--- config.mk ---
export PLATFORM = sky130hd
export DESIGN_NAME = dot_motion_with_collision
export DESIGN_NICKNAME = d
export VERILOG_FILES = /design/src/hw/rtl/dmc_pkg.sv /design/src/hw/rtl/dmc_dp.sv /design/src/hw/rtl/dot_motion_with_collision.sv
export SDC_FILE = /design/constraint.sdc
export NUM_CORES = 1
export LEC_CHECK = 0
export ABC_AREA = 0
export BUFFER_PORTS_ARGS = -buffer_cell sky130_fd_sc_hd__buf_2
export CORE_ASPECT_RATIO = 1.1
export CORE_MARGIN = 5
export CORE_UTILIZATION = 30
export DETAILED_ROUTE_END_ITERATION = 8
export HOLD_SLACK_MARGIN = 0.02
export PLACE_DENSITY_LB_ADDON = 0.15
export SYNTH_ARGS = -nofsm -noshare
export SYNTH_HDL_FRONTEND = slang
export SYNTH_SLANG_ARGS = --single-unit
--- constraint.sdc ---
create_clock -name clk -period 6.35 [get_ports clk]
set_input_delay 0.3175 -clock clk [delete_from_list [all_inputs] [get_ports clk]]
set_output_delay 0.3175 -clock clk [all_outputs]
set_load 0.02 [all_outputs]
--- src/hw/rtl/dmc_pkg.sv ---
// dmc_pkg: shared types and the microprogram of the dot motion block.
// Holds the control word layout and the sequencer ROM.
// No dependencies.
package dmc_pkg;

	localparam int STEP_W = 5;

	// Test-point load
	typedef enum logic [1:0] {SET_NONE, SET_X, SET_Y} set_op_t;

	// Multiplier operand select
	typedef enum logic [2:0] {OP_DXB, OP_DYB, OP_DXO, OP_DYO, OP_RS} op_sel_t;

	// Accumulator operation
	typedef enum logic [1:0] {ACC_HOLD, ACC_LOAD, ACC_ADD} acc_op_t;

	// Position commit
	typedef enum logic [1:0] {CM_NONE, CM_X, CM_Y} commit_t;

	// Jump condition
	typedef enum logic {JMP_NONE, JMP_NOT_TICK} cond_t;

	typedef struct packed {
		set_op_t             set_op;
		op_sel_t             op_sel;
		acc_op_t             acc_op;
		logic                chk_box;
		commit_t             commit;
		logic                key;
		logic                last;
		cond_t               cond;
		logic [STEP_W-1:0]   target;
	} ctrl_word_t;

	// Datapath control group
	typedef struct packed {
		logic    en;
		op_sel_t op_sel;
		acc_op_t acc_op;
	} dp_ctrl_t;

	localparam logic [STEP_W-1:0] STEP_KEY = STEP_W'(16);

	// Microprogram: steps 0..7 test x, 8..15 test y, 16 handles keys
	function automatic ctrl_word_t prog_rom(input logic [STEP_W-1:0] step);
		ctrl_word_t cw;
		cw = '0;
		case (step)
			5'd0: begin
				cw.set_op = SET_X;
				cw.cond   = JMP_NOT_TICK;
				cw.target = STEP_KEY;
			end
			5'd1:  cw.op_sel = OP_DXB;
			5'd2:  cw.op_sel = OP_DYB;
			5'd3: begin
				cw.op_sel = OP_DXO;
				cw.acc_op = ACC_LOAD;
			end
			5'd4: begin
				cw.op_sel = OP_DYO;
				cw.acc_op = ACC_ADD;
			end
			5'd5: begin
				cw.op_sel  = OP_RS;
				cw.acc_op  = ACC_LOAD;
				cw.chk_box = 1'b1;
			end
			5'd6:  cw.acc_op = ACC_ADD;
			5'd7:  cw.commit = CM_X;
			5'd8:  cw.set_op = SET_Y;
			5'd9:  cw.op_sel = OP_DXB;
			5'd10: cw.op_sel = OP_DYB;
			5'd11: begin
				cw.op_sel = OP_DXO;
				cw.acc_op = ACC_LOAD;
			end
			5'd12: begin
				cw.op_sel = OP_DYO;
				cw.acc_op = ACC_ADD;
			end
			5'd13: begin
				cw.op_sel  = OP_RS;
				cw.acc_op  = ACC_LOAD;
				cw.chk_box = 1'b1;
			end
			5'd14: cw.acc_op = ACC_ADD;
			5'd15: begin
				cw.commit = CM_Y;
				cw.last   = 1'b1;
			end
			5'd16: begin
				cw.key  = 1'b1;
				cw.last = 1'b1;
			end
			default: cw.last = 1'b1;
		endcase
		return cw;
	endfunction

endpackage

--- src/hw/rtl/dmc_dp.sv ---
// dmc_dp: squared-distance datapath with one shared multiplier.
// Operand register, product register and accumulator; driven by dp_ctrl_t.
// Depends on dmc_pkg.
module dmc_dp
	import dmc_pkg::*;
#(
	parameter int DOT_SIZE = 20
) (
	input  logic               clk,
	input  dp_ctrl_t           ctrl,
	input  logic signed [13:0] tx,
	input  logic signed [13:0] ty,
	input  logic [11:0]        box_x,
	input  logic [11:0]        box_y,
	input  logic [11:0]        box_w,
	input  logic [11:0]        box_h,
	input  logic [11:0]        obstacle_x,
	input  logic [11:0]        obstacle_y,
	input  logic [9:0]         obstacle_r,
	output logic               acc_lt_r2,
	output logic               acc_lt_prod
);

	localparam int          R    = DOT_SIZE / 2;
	localparam logic [31:0] R_SQ = 32'(R * R);

	logic signed [15:0] cx, cy, bxl, byl, bxh, byh, nx, ny;
	logic signed [15:0] dxb, dyb, dxo, dyo, rs, op_d;
	logic [12:0]        bxe, bye;
	logic signed [15:0] op_q;
	logic signed [31:0] sq;
	logic [31:0]        prod_q;
	logic [31:0]        acc_q;

	// Collider center and box edges
	assign cx  = $signed({{2{tx[13]}}, tx} + 16'(R));
	assign cy  = $signed({{2{ty[13]}}, ty} + 16'(R));
	assign bxe = {1'b0, box_x} + {1'b0, box_w};
	assign bye = {1'b0, box_y} + {1'b0, box_h};
	assign bxl = $signed({4'b0, box_x});
	assign byl = $signed({4'b0, box_y});
	assign bxh = $signed({3'b0, bxe});
	assign byh = $signed({3'b0, bye});

	// Nearest box point to the center
	always_comb begin
		if (cx < bxl) nx = bxl;
		else if (cx > bxh) nx = bxh;
		else nx = cx;
		if (cy < byl) ny = byl;
		else if (cy > byh) ny = byh;
		else ny = cy;
	end

	assign dxb = nx - cx;
	assign dyb = ny - cy;
	assign dxo = $signed({4'b0, obstacle_x}) - cx;
	assign dyo = $signed({4'b0, obstacle_y}) - cy;
	assign rs  = $signed({6'b0, obstacle_r} + 16'(R));

	// Operand select
	always_comb begin
		case (ctrl.op_sel)
			OP_DXB:  op_d = dxb;
			OP_DYB:  op_d = dyb;
			OP_DXO:  op_d = dxo;
			OP_DYO:  op_d = dyo;
			OP_RS:   op_d = rs;
			default: op_d = '0;
		endcase
	end

	// Full 32-bit square of the registered operand
	assign sq = op_q * op_q;

	// Operand, square and accumulate
	always_ff @(posedge clk) begin
		if (ctrl.en) begin
			op_q   <= op_d;
			prod_q <= $unsigned(sq);
			case (ctrl.acc_op)
				ACC_LOAD: acc_q <= prod_q;
				ACC_ADD:  acc_q <= acc_q + prod_q;
				default:  acc_q <= acc_q;
			endcase
		end
	end

	assign acc_lt_r2   = acc_q < R_SQ;
	assign acc_lt_prod = acc_q < prod_q;

endmodule

--- src/hw/rtl/dot_motion_with_collision.sv ---
// Dot motion with circular collider: velocity keys and collision-checked moves.
// Tick word: 16 microprogram steps, one per cycle; the result word is registered
// at the last step. Key or no-op word: step 0, then the key step 16.
// Next word accepted the cycle after the result is registered; a result left
// waiting holds the last step. Async active-low reset clears state, sequencer
// and output valid; screen 640 x 480.
module dot_motion_with_collision
	import dmc_pkg::*;
#(
	parameter int DOT_SIZE = 20
) (
	input  logic        clk,
	input  logic        arst_n,
	input  logic        cfg_we,
	input  logic        cfg_index,
	input  logic [11:0] cfg_data,
	input  logic        s_tvalid,
	output logic        s_tready,
	// fields from bit 0: direction[1:0], is_repeat[2], box_x[14:3], box_y[26:15],
	// box_w[38:27], box_h[50:39], obstacle_x[62:51], obstacle_y[74:63],
	// obstacle_r[84:75], zero fill[87:85]
	input  logic [87:0] s_tdata,
	// fields from bit 0: command[1:0]
	input  logic [1:0]  s_tuser,
	output logic        m_tvalid,
	input  logic        m_tready,
	// fields from bit 0: dot_x[11:0], dot_y[23:12], speed_x[27:24], speed_y[31:28],
	// blocked_x[32], blocked_y[33], zero fill[39:34]
	output logic [39:0] m_tdata
);

	localparam int DOT2 = 2 * (DOT_SIZE / 2);

	localparam logic [1:0] CMD_PRESS   = 2'd0;
	localparam logic [1:0] CMD_RELEASE = 2'd1;
	localparam logic [1:0] CMD_TICK    = 2'd2;
	localparam logic [1:0] DIR_UP      = 2'd0;
	localparam logic [1:0] DIR_DOWN    = 2'd1;
	localparam logic [1:0] DIR_RIGHT   = 2'd3;
	localparam logic       REG_SCREEN_W = 1'b0;

	localparam logic signed [3:0] VEL_MAX = 4'sd7;
	localparam logic signed [3:0] VEL_MIN = -4'sd7;

	// Saturating one-step velocity change
	function automatic logic signed [3:0] vel_step(input logic signed [3:0] v,
		input logic inc);
		logic signed [3:0] r;
		if (inc) r = (v == VEL_MAX) ? v : v + 4'sd1;
		else r = (v == VEL_MIN) ? v : v - 4'sd1;
		return r;
	endfunction

	logic [11:0]        scr_w_q, scr_h_q;
	logic               busy_q;
	logic [STEP_W-1:0]  step_q;
	logic [1:0]         cmd_q, dir_q;
	logic               rep_q;
	logic [11:0]        box_x_q, box_y_q, box_w_q, box_h_q, ob_x_q, ob_y_q;
	logic [9:0]         ob_r_q;
	logic [11:0]        pos_x_q, pos_y_q, pos_x_d, pos_y_d;
	logic signed [3:0]  vel_x_q, vel_y_q, vel_x_d, vel_y_d;
	logic               bx_q, by_q, bx_d, by_d;
	logic signed [13:0] tx_q, ty_q;
	logic               fail_q;
	logic               m_tvalid_q;
	logic [39:0]        m_tdata_q;

	ctrl_word_t         cw;
	dp_ctrl_t           dp_ctrl;
	logic               step_en, acc_lt_r2, acc_lt_prod;
	logic signed [14:0] tx_end, ty_end;
	logic               scr_fail_x, scr_fail_y, fail_x, fail_y;
	logic               key_inc, key_live;

	assign cw       = prog_rom(step_q);
	assign step_en  = busy_q && !(cw.last && m_tvalid_q && !m_tready);
	assign s_tready = !busy_q;
	assign m_tvalid = m_tvalid_q;
	assign m_tdata  = m_tdata_q;

	assign dp_ctrl.en     = step_en;
	assign dp_ctrl.op_sel = cw.op_sel;
	assign dp_ctrl.acc_op = cw.acc_op;

	dmc_dp #(.DOT_SIZE(DOT_SIZE)) u_dp (
		.clk         (clk),
		.ctrl        (dp_ctrl),
		.tx          (tx_q),
		.ty          (ty_q),
		.box_x       (box_x_q),
		.box_y       (box_y_q),
		.box_w       (box_w_q),
		.box_h       (box_h_q),
		.obstacle_x  (ob_x_q),
		.obstacle_y  (ob_y_q),
		.obstacle_r  (ob_r_q),
		.acc_lt_r2   (acc_lt_r2),
		.acc_lt_prod (acc_lt_prod)
	);

	// Screen bound on the candidate corner, both axes for either move
	assign tx_end     = $signed({tx_q[13], tx_q} + 15'(DOT2));
	assign ty_end     = $signed({ty_q[13], ty_q} + 15'(DOT2));
	assign scr_fail_x = tx_q[13] || (tx_end > $signed({3'b0, scr_w_q}));
	assign scr_fail_y = ty_q[13] || (ty_end > $signed({3'b0, scr_h_q}));
	assign fail_x     = fail_q || acc_lt_prod || scr_fail_x || scr_fail_y;
	assign fail_y     = fail_q || acc_lt_prod || scr_fail_x || scr_fail_y;

	assign key_live = (cmd_q == CMD_PRESS || cmd_q == CMD_RELEASE) && !rep_q;
	assign key_inc  = (dir_q == DIR_DOWN || dir_q == DIR_RIGHT) ^ (cmd_q == CMD_RELEASE);

	// Next architectural state for this step
	always_comb begin
		pos_x_d = pos_x_q;
		pos_y_d = pos_y_q;
		vel_x_d = vel_x_q;
		vel_y_d = vel_y_q;
		bx_d    = bx_q;
		by_d    = by_q;
		case (cw.commit)
			CM_X: begin
				if (fail_x) bx_d = 1'b1;
				else pos_x_d = tx_q[11:0];
			end
			CM_Y: begin
				if (fail_y) by_d = 1'b1;
				else pos_y_d = ty_q[11:0];
			end
			default: ;
		endcase
		if (cw.key && key_live) begin
			if (dir_q == DIR_UP || dir_q == DIR_DOWN) vel_y_d = vel_step(vel_y_q, key_inc);
			else vel_x_d = vel_step(vel_x_q, key_inc);
		end
	end

	// Configuration registers
	always_ff @(posedge clk or negedge arst_n) begin
		if (!arst_n) begin
			scr_w_q <= 12'd640;
			scr_h_q <= 12'd480;
		end else if (cfg_we) begin
			if (cfg_index == REG_SCREEN_W) scr_w_q <= cfg_data;
			else scr_h_q <= cfg_data;
		end
	end

	// Captured input word
	always_ff @(posedge clk) begin
		if (s_tvalid && s_tready) begin
			cmd_q   <= s_tuser;
			dir_q   <= s_tdata[1:0];
			rep_q   <= s_tdata[2];
			box_x_q <= s_tdata[14:3];
			box_y_q <= s_tdata[26:15];
			box_w_q <= s_tdata[38:27];
			box_h_q <= s_tdata[50:39];
			ob_x_q  <= s_tdata[62:51];
			ob_y_q  <= s_tdata[74:63];
			ob_r_q  <= s_tdata[84:75];
		end
	end

	// Test point and pending failure
	always_ff @(posedge clk) begin
		if (step_en) begin
			case (cw.set_op)
				SET_X: begin
					tx_q   <= $signed({2'b0, pos_x_q}) + {{10{vel_x_q[3]}}, vel_x_q};
					ty_q   <= $signed({2'b0, pos_y_q});
					fail_q <= 1'b0;
				end
				SET_Y: begin
					tx_q   <= $signed({2'b0, pos_x_q});
					ty_q   <= $signed({2'b0, pos_y_q}) + {{10{vel_y_q[3]}}, vel_y_q};
					fail_q <= 1'b0;
				end
				default: if (cw.chk_box) fail_q <= fail_q | acc_lt_r2;
			endcase
		end
	end

	// Output payload
	always_ff @(posedge clk) begin
		if (step_en && cw.last)
			m_tdata_q <= {6'b0, by_d, bx_d, vel_y_d, vel_x_d, pos_y_d, pos_x_d};
	end

	// Sequencer, state and output valid
	always_ff @(posedge clk or negedge arst_n) begin
		if (!arst_n) begin
			busy_q     <= 1'b0;
			step_q     <= '0;
			pos_x_q    <= '0;
			pos_y_q    <= '0;
			vel_x_q    <= '0;
			vel_y_q    <= '0;
			bx_q       <= 1'b0;
			by_q       <= 1'b0;
			m_tvalid_q <= 1'b0;
		end else begin
			if (step_en && cw.last) m_tvalid_q <= 1'b1;
			else if (m_tready) m_tvalid_q <= 1'b0;
			if (s_tvalid && s_tready) begin
				busy_q <= 1'b1;
				step_q <= '0;
				bx_q   <= 1'b0;
				by_q   <= 1'b0;
			end else if (step_en) begin
				pos_x_q <= pos_x_d;
				pos_y_q <= pos_y_d;
				vel_x_q <= vel_x_d;
				vel_y_q <= vel_y_d;
				bx_q    <= bx_d;
				by_q    <= by_d;
				if (cw.last) begin
					busy_q <= 1'b0;
					step_q <= '0;
				end else if (cw.cond == JMP_NOT_TICK && cmd_q != CMD_TICK) begin
					step_q <= cw.target;
				end else begin
					step_q <= step_q + STEP_W'(1);
				end
			end
		end
	end

	// Velocity never leaves the saturation range
	a_vel_range: assert property (@(posedge clk) disable iff (!arst_n)
		(vel_x_q != 4'sh8) && (vel_y_q != 4'sh8))
		else $error("velocity outside saturation range");

	// Step counter stays inside the program
	a_step_range: assert property (@(posedge clk) disable iff (!arst_n)
		step_q <= STEP_KEY)
		else $error("step counter beyond program");

	// Output valid rises only from a completed last step
	a_out_src: assert property (@(posedge clk) disable iff (!arst_n)
		$rose(m_tvalid) |-> $past(busy_q && cw.last))
		else $error("result word without finished program");

	// Key step never moves the sprite
	a_key_still: assert property (@(posedge clk) disable iff (!arst_n)
		(step_en && cw.key) |=> ($stable(pos_x_q) && $stable(pos_y_q)))
		else $error("key word moved position");

	// No new word is taken while the program runs
	a_busy_ready: assert property (@(posedge clk) disable iff (!arst_n)
		busy_q |-> !s_tready)
		else $error("ready while busy");

endmodule
## Yosys cells after proc, flatten, opt, wreduce, memory -nomap -nowiden

Index checks and enable logic that the tools add are counted.

- $add $sub $neg: 19
- $mul: 1
- Div/mod/pow operators: 0
- Magnitude comparators: 8
- Eq/ne operators: 35
- Shift operators: 0
- Multiplexer cells: 48
- Bitwise operators: 4
- Reductions and logical operators: 44

Operators with widths:

| kind | count |
|---|---|
| $pmux 16 s5 | 1 |
| $mux 16 | 4 |
| $pmux 32 s2 | 1 |
| $pmux 14 s2 | 2 |
| $mux 12 | 4 |
| $eq 5x4->1 const B | 8 |
| $mux 4 | 10 |
| $add 32x32->32 | 1 |
| $gt 16x14->1 | 2 |
| $lt 16x13->1 | 2 |
| $lt 32x32->1 | 1 |
| $lt 32x7->1 const B | 1 |
| $mul 16x16->32 | 1 |
| $sub 13x16->16 | 2 |
| $sub 16x16->16 | 2 |
| $add 14x5->15 const B | 2 |
| $add 14x6->15 const B | 2 |
| $gt 15x13->1 | 2 |
| $add 13x4->14 | 2 |
| $add 12x12->13 | 2 |
| $eq 5x3->1 const B | 4 |
| $mux 5 | 4 |
| $mux 1 | 17 |
| $eq 4x4->1 const B | 4 |
| other kinds (31) | 78 |

- Bits in registers: 295
- Bits in latches: 0
- Memory bits (writable): 0
- Bits in read-only memories: 0
- Input port bits: 108
- Output and inout bits: 42
- Memories kept: 0

## Logic depth before layout (Yosys ltp)

Gate-level depths: netlist (run 1).

- Depth in word-level cells: 9
- Mapped depth: 30

## Cells and area by module

Synthesis (run 1) repeated with hierarchy kept, for this count alone.

- Cells, all modules: 2989
- Area total of the unflattened synthesis: 29628.4 um2

Modules (own cells, without submodules):

| module | instances | cells an instance | area an instance (um2) | sequential area each (um2) |
|---|---|---|---|---|
| dmc_dp | 1 | 2167 | 19133.4 | 2372.3 |
| dot_motion_with_collision | 1 | 822 | 10495.1 | 6138.4 |

## Worst setup path before layout (run 1)

OpenSTA, ideal clock, no wires.

- Path type: reg-to-reg
- From: reg u_dp.op_q[15]
- To: reg u_dp.prod_q[29], data pin
- Setup time: 0.272 ns
- Data arrival time: 6.373 ns
- Required time: 6.078 ns
- Path slack: -0.296 ns
- Stages on the path, launching flop included: 20
- Buffers on the path: 2
- Clock period less this slack: 6.646 ns
- Cell sequence: edfxtp_1 clkbuf_1 inv_2 nor2_1 fa_1 fa_1 inv_1 fa_1 inv_1 fa_1 fa_1 fa_1 ha_1 clkbuf_1 a2111o_1 o211a_1 a31o_2 a41oi_1 a211oi_1 xor2_1

- Word-level cells in the longest chain between the ends: 1

Ends and longest elaborated chain:

| what | RTL line | RTL |
|---|---|---|
| start: declaration | dmc_dp.sv:30 | `logic signed [15:0] op_q;` |
| start signal: assignment | dmc_dp.sv:79 | `op_q <= op_d;` |
| $mul 16x16->32 | dmc_dp.sv:74 | `assign sq = op_q * op_q;` |
| named net u_dp.sq[29] | dmc_dp.sv:31 | `logic signed [31:0] sq;` |
| end signal: assignment | dmc_dp.sv:80 | `prod_q <= $unsigned(sq);` |
| end: declaration | dmc_dp.sv:32 | `logic [31:0] prod_q;` |

The timed path passes the listed nets, and every way through them passes these cells.
A chain may end at the register's enable or synchronous reset.

## Worst setup path in the final report (run 1)

- From: reg u_dp.op_q[5]
- To: reg u_dp.prod_q[29], data pin

The elaborated chain is that of the path after synthesis.

==> run summary, run 1 <==
Die W: 310 um
Port Buffers: 140
Max incr delay on CP: 0.60 ns
Max-slew violations: 0
DR DRC count: 0
Clock Pin Slew Worst Setup and Hold Paths: 0.06 ns
Routed Antenna Nets: 0
Routed length per instance: 17.4 um
Run status: completed
Clock buffer depth: 3
Crit. End Element: flip-flop
CORE AREA: 98600 um^2
Syn Inst Count: 2957
Root Driver: clkbuf_16
CP dominant cell by count: fa_1
Syn avg cell area: 10.0 um^2
Vias per cell: 4.68
Hold Vio Cnt, Final: 0
Largest delay share family, worst path: adder cells
Post-synth top area cell: edfxtp_1
CTS tree: built
Starting Density: 30.1%
Layout cell share with drive strength beyond 1: 15.8%
Htree depth: 2
Clock Latency Late Sink: 0.59 ns
Seq cells post-synth: 294
Worst-path fanout max: 5
Asr flop ratio synth: 22.1%
Layout fillers: 9955
RSZ-0062 raised after global routing: true
Clk_skew: 0.0280 ns
Register area share after synthesis: 28.7%
First-pass GRT wire length: 128000 um
Crit share post-route: 97.3%
TritonCTS Sinks: 294
GRT Residual Overflow: 0
Hold Path Depth: 1
Share of the synthesized area in the top cell type: 23.2%
Pre-antenna DRT Iters: 5
WP depth: 19
Most frequent cells in the layout: inv_1 (439), ha_1 (309), fa_1 (239)
Tmin final: 6.18 ns
Largest net degree at the start of global routing: 61
Warnings, synthesis: 0
Max cap viols: 0
Slew HR: 31.5%
GRT Util Overall: 15.2%
Final setup vio count: 0
Fmax: 162 MHz
Drt first-iter violations: 897
Worst Reg-to-Reg Cells: 19
Post-synthesis cell area: 29700 um^2
Fin nets: 3974
Worst path bufs/invs: 5
Die ar.: 105000 um^2
Area of the multi-input gates: 19300 um^2
Number of library cell types mapped by synthesis: 100
Worst-margin pin slew: 1.02 ns
Post-synth EDFFs: 229
Vias in the first global route: 22.9k
Post-Route WL: 80600 um
Num rows: 121
Syn-to-layout area delta: 18.6%
Final Util: 35.7%
CP Data Arrival Time: 6.49 ns
Ports: 150
Most common cell after layout, fill and taps aside: inv_1
Synth area leaders: edfxtp_1 (23%), fa_1 (17%), ha_1 (13%)
Worst path slowest cell: fa_2
Top FF cell, synth: edfxtp_1
Clock buffer count from CTS: 38
Die extent in y: 340 um
Register area: 8510 um^2
CP cell instances: buf_4 -> and2_1 -> fa_2 -> fa_2 -> inv_2 -> buf_4 -> fa_1 -> inv_1 -> fa_1 -> fa_1 -> fa_1 -> ha_1 -> a2111o_1 -> o211a_1 -> a31o_2 -> a41oi_2 -> buf_4 -> a211oi_1 -> xor2_1
Total number of vias: 21.7k
Routability cong.: 0.818
Initial antenna violation count: 2
Crit path kind: reg -> reg
Post-DP HPWL: 64300 um
Startpoint Class: flip-flop
Critical path required time: 6.66 ns
Worst hold path type: in -> reg
registers in the layout (all words and copies together), names as in the netlist, 2 cells and up:
name	cells
ty_q	14
ob_x_q	12
u_dp.op_q	16
tx_q	14
box_y_q	12
ob_y_q	12
dir_q	2
pos_x_q	12
scr_h_q	12
box_x_q	12
m_tdata	34
cmd_q	2
box_w_q	12
box_h_q	12
ob_r_q	10
vel_x_q	4
u_dp.acc_q	32
scr_w_q	12
vel_y_q	4
step_q	5
pos_y_q	12
u_dp.prod_q	31
metal layers:
metal | up-vias | track usage [%] | wire length (um)
met3 | 102 | 1.97 | 2170
met4 | 2 | 3.89 | 2200
met1 | 10400 | 19.3 | 35600
li1 | 10900 | - | -
met2 | 252 | 27.4 | 40600
met5 | - | 0 | 10
Yosys cell counts (61+ instances only):
master / number
fa_1: 246
edfxtp_1: 229
ha_1: 318
inv_1: 444
a21oi_1: 159
nand2_1: 222
xnor2_1: 111
nor2_1: 154
o21ai_0: 99
clkbuf_1: 61
and2_1: 61
mux2_2: 73
kinds of logic after synthesis:
logic type,after synthesis,share of synthesized area (%)
mux,109,4.09
buf+inv,535,7.34
flops,294,28.7
other cells,1,0.0126
fa+ha+maj,564,30.0
compound gates,560,12.7
xor+xnor,171,5.07
simple gates,723,12.0
stage by stage:
| step | setup WS, ns | setup TNS, ns | std cells | hold slack, ns | instance area, um^2 |
|---|---|---|---|---|---|
| finish | 0.171 | 0 | 4624 | 0.0686 | 35200 |
| global route | -0.0186 | -0.0249 | 4624 | 0.0422 | 35200 |
| CTS | 0.00819 | 0 | 4609 | 0.0272 | 34800 |
| detailed placement | -0.0267 | -0.0442 | 4439 | 0.164 | 32600 |
| global placement | 0.00432 | 0 | 4439 | 0.167 | 32600 |
| floorplan | 0.0192 | 0 | 2966 | 0.0219 | 29700 |
final timing paths:
kind | startpoint | end | slack, ns
worst min-delay path | s_tdata[81] | ob_r_q[6] | 0.07
worst max register to register | u_dp.op_q[5] | u_dp.prod_q[29] | 0.17
worst min register to register | scr_h_q[10] | scr_h_q[10] | 0.51
worst max-delay path | u_dp.op_q[5] | u_dp.prod_q[29] | 0.17
min in group asynchronous | arst_n | pos_x_q[6] | 0.11
max in group asynchronous | arst_n | pos_y_q[4] | 5.16
area by class of cell:
cell class | count | share of cell area (%)
Antenna cell | 1 | 0.00711
Clock buffer | 50 | 2.92
Clock inverter | 20 | 0.562
Inverter | 445 | 4.75
Multi-Input combinational cell | 2137 | 54.9
Sequential cell | 294 | 24.2
Tap cell | 1291 | 4.59
Timing Repair Buffer | 386 | 8.03
timing repair:
item / 4_1_cts / 5_1_grt
gates resized for setup: 4 / 56
setup endpoints to repair: 5 / 17
hold buffers: 100 / 0
endpoints found under the hold margin: 115 / 0
setup buffers: 0 / 14
pin swaps: 0 / 41
Power of run 1 is left out: the tool's default activity adds up to more than one toggle a clock period on the data nets, which glitch-free logic cannot reach.
==> run 2, diff against run 1 <==
--- a/config.mk
+++ b/config.mk
@@ -5,7 +5,7 @@
 export SDC_FILE = /design/constraint.sdc
 export NUM_CORES = 1
 export LEC_CHECK = 0
-export ABC_AREA = 0
+export ABC_AREA = 1
 export BUFFER_PORTS_ARGS = -buffer_cell sky130_fd_sc_hd__buf_2
 export CORE_ASPECT_RATIO = 1.1
 export CORE_MARGIN = 5
@@ -13,6 +13,7 @@
 export DETAILED_ROUTE_END_ITERATION = 8
 export HOLD_SLACK_MARGIN = 0.02
 export PLACE_DENSITY_LB_ADDON = 0.15
+export SKIP_LAST_GASP = 1
 export SYNTH_ARGS = -nofsm -noshare
 export SYNTH_HDL_FRONTEND = slang
 export SYNTH_SLANG_ARGS = --single-unit
==> run 2 against run 1 <==
- synthesized cell count grew 23%
- critical path depth fell by 1
- synthesized area up 2.0%
- clock skew rose by 0.015 ns
- global-route usage grew 1.6 points
- largest cell class unchanged
- highest routed layer unchanged
==> run summary, run 2 <==
Run status: completed
Initial antenna violation count: 2 (unchanged)
Fin Setup TNS: 0 ns (unchanged)
Post-synthesis compound-gate area fraction: 10.5% (-2.3 points)
Worst-path fanout max: 10 (+5)
First-pass GRT wire length: 142000 um (+11%)
Syn Inst Count: 3642 (+23%)
Die ar.: 107000 um^2 (+2.0%)
Warnings, synthesis: 0 (unchanged)
Slew HR: 27.0% (-4.5 points)
Adder-Cell Fraction of Synth Area: 29.4% (-0.59 points)
Crit path kind: reg -> reg
Asr flop ratio synth: 22.1% (unchanged)
Syn avg cell area: 8.31 um^2 (-17%)
Layout cell share with drive strength beyond 1: 9.13% (-6.6 points)
Fmax: 164 MHz (+1.4%)
Syn-to-layout area delta: 16.9%
DR DRC count: 0 (unchanged)
Crit share post-route: 96.0% (-1.3 points)
WL met2: 46300 um (+14%)
Die W: 313 um (+0.97%)
Clk_skew: 0.0430 ns (+0.0150 ns)
Worst hold path type: in -> reg
Port Buffers: 140 (unchanged)
CORE AREA: 100000 um^2 (+1.9%)
Clock buffer count from CTS: 41 (+7.9%)
Clock Latency Late Sink: 0.61 ns (+0.02 ns)
Top sig layer: met5
Post-Synth XOR/XNOR Area: 3.61% (-1.5 points)
Final setup vio count: 0 (unchanged)
Most common cell in the netlist: inv_1
Max-slew violations: 0 (unchanged)
Total number of vias: 24.3k (+12%)
Largest register FFs: 34 (unchanged)
Starting Density: 30.1% (+0.031 points)
Largest net degree at the start of global routing: 65 (+6.6%)
Clock Pin Slew Worst Setup and Hold Paths: 0.06 ns (about the same)
Most common cell after layout, fill and taps aside: inv_1
Post-synthesis simple-gate area fraction: 17.9% (+5.9 points)
Main combinational cell family by area after synthesis: adder cells
Ports: 150 (unchanged)
Synth area leaders: edfxtp_1 (23%), fa_1 (16%), ha_1 (13%)
Number of library cell types mapped by synthesis: 59 (-41%)
Post-DP HPWL: 73500 um (+14%)
Crit. End Element: flip-flop
Die extent in y: 343 um (+0.97%)
Max cap viols: 0 (unchanged)
Top FF cell, synth: edfxtp_1
Num rows: 122 (+0.83%)
Register area share after synthesis: 28.1% (-0.57 points)
Layout fillers: 10.6k (+6.4%)
CTS tree: built
Met3 routed WL: 2540 um (+17%)
Tmin final: 6.10 ns (-0.0824 ns)
Vias per cell: 4.62 (-1.4%)
Share of the synthesized area in the top cell type: 22.7% (-0.46 points)
TritonCTS Sinks: 294 (unchanged)
Drt first-iter violations: 1240 (+38%)
Fin nets: 4604 (+16%)
Seq cells post-synth: 294 (unchanged)
Worst-margin pin slew: 1.09 ns (+0.0674 ns)
Most frequent cells in the layout: inv_1 (722), nand2_1 (694), ha_1 (318)
Routability cong.: 0.885 (+8.2%)
Post-synthesis cell area: 30300 um^2 (+2.0%)
Synth cell count leaders: inv_1 (723), nand2_1 (694), ha_1 (318), a21oi_1 (254), fa_1 (246)
Routed length per instance: 17.2 um (-1.3%)
Post-synth top area cell: edfxtp_1
GRT Util Overall: 16.8% (+1.6 points)
Post-synth EDFFs: 229 (unchanged)
RSZ-0062 raised after global routing: false
CP Data Arrival Time: 6.44 ns (-0.05 ns)
Critical path required time: 6.69 ns (+0.03 ns)
Hold Vio Cnt, Final: 0 (unchanged)
Root Driver: clkbuf_16
Htree depth: 2 (unchanged)
Clock buffer depth: 3 (unchanged)
GRT Residual Overflow: 0 (unchanged)
Startpoint Class: flip-flop
Pre-antenna DRT Iters: 5 (unchanged)
Post-Route WL: 90600 um (+12%)
Routed Antenna Nets: 0 (unchanged)
Post-synthesis mux area share: 0% (-4.1 points)
Vias in the first global route: 25.3k (+10%)
Met1 wire length: 38900 um (+9.2%)
## run 2: worst max-delay path, cell delays in order, from the launching register on
cell	delay (ns)
edfxtp_1	0.60
buf_4	0.30
or2_2	0.32
fa_1	0.54
inv_1	0.05
fa_1	0.52
fa_1	0.53
fa_1	0.53
fa_1	0.52
fa_1	0.49
ha_1	0.35
a21oi_1	0.22
o21ai_0	0.14
a21oi_1	0.16
nand3_1	0.15
nand2_1	0.09
nand2_1	0.07
buf_4	0.14
xor2_1	0.15
## run 2: layer usage
layer | track usage [%] | up-vias
li1 | - | 12300
met1 | 20.7 | 11500
met2 | 31.1 | 325
met3 | 1.86 | 140
met4 | 4.93 | 2
met5 | 0 | -
## run 2: cells by family (layout without fill, tap and decap cells)
group,Yosys count,after routing
AOI/OAI and AO/OA,576,576
adders and majority gates,564,564
buffers and inverters,817,1130
DFF,294,294
and+or+nand+nor,1266,1266
xor gates and xnor gates,124,124
other,1,12
## run 2: final timing paths
path / slack, ns / start / to / depth (start not counted)
max: 0.25 / u_dp.op_q[9] / u_dp.prod_q[27] / 18
min in group asynchronous: 0.50 / arst_n / pos_y_q[8] / 3
min: 0.06 / cfg_data[10] / scr_w_q[10] / 3
max reg2reg: 0.25 / u_dp.op_q[9] / u_dp.prod_q[27] / 18
min reg2reg: 0.49 / scr_h_q[9] / scr_h_q[9] / 2
max in group asynchronous: 5.24 / arst_n / scr_w_q[10] / 3
## run 2: metrics by stage
step           hold slack (ns)  setup WS [ns]  cell area [um^2]  util [%]  std cells
2_1_floorplan           0.0219          0.296             30300         -       3651
6_report                0.0636          0.254             35400      35.2       5268
5_1_grt                 0.0669         0.0107             35400      35.2       5267
3_5_place_dp             0.105          0.199             32900      32.7       5087
4_1_cts                 0.0308          0.190             35200      35.1       5254
3_3_place_gp             0.103          0.215             32900      32.7       5087
## run 2: cell type report
| class | instances | area (um^2) | area share (%) |
|---|---|---|---|
| well taps | 1302 | 1630 | 4.61 |
| flip-flops and latches | 294 | 8510 | 24.1 |
| inverters | 734 | 2760 | 7.80 |
| multi-input cells | 2540 | 18700 | 52.8 |
| clock buffers | 51 | 1120 | 3.18 |
| clock inverters | 24 | 295 | 0.835 |
| repair buffers | 321 | 2360 | 6.69 |
| diodes | 2 | 5.00 | 0.0142 |
## run 2: what timing repair did
item                                   in CTS  in global routing
hold buffers                               92                  0
buffers inserted                            0                 12
setup endpoints to repair                   0                 10
endpoints found under the hold margin     129                  0
gates resized for setup                     0                  7
Power of run 2 is left out for the same reason.
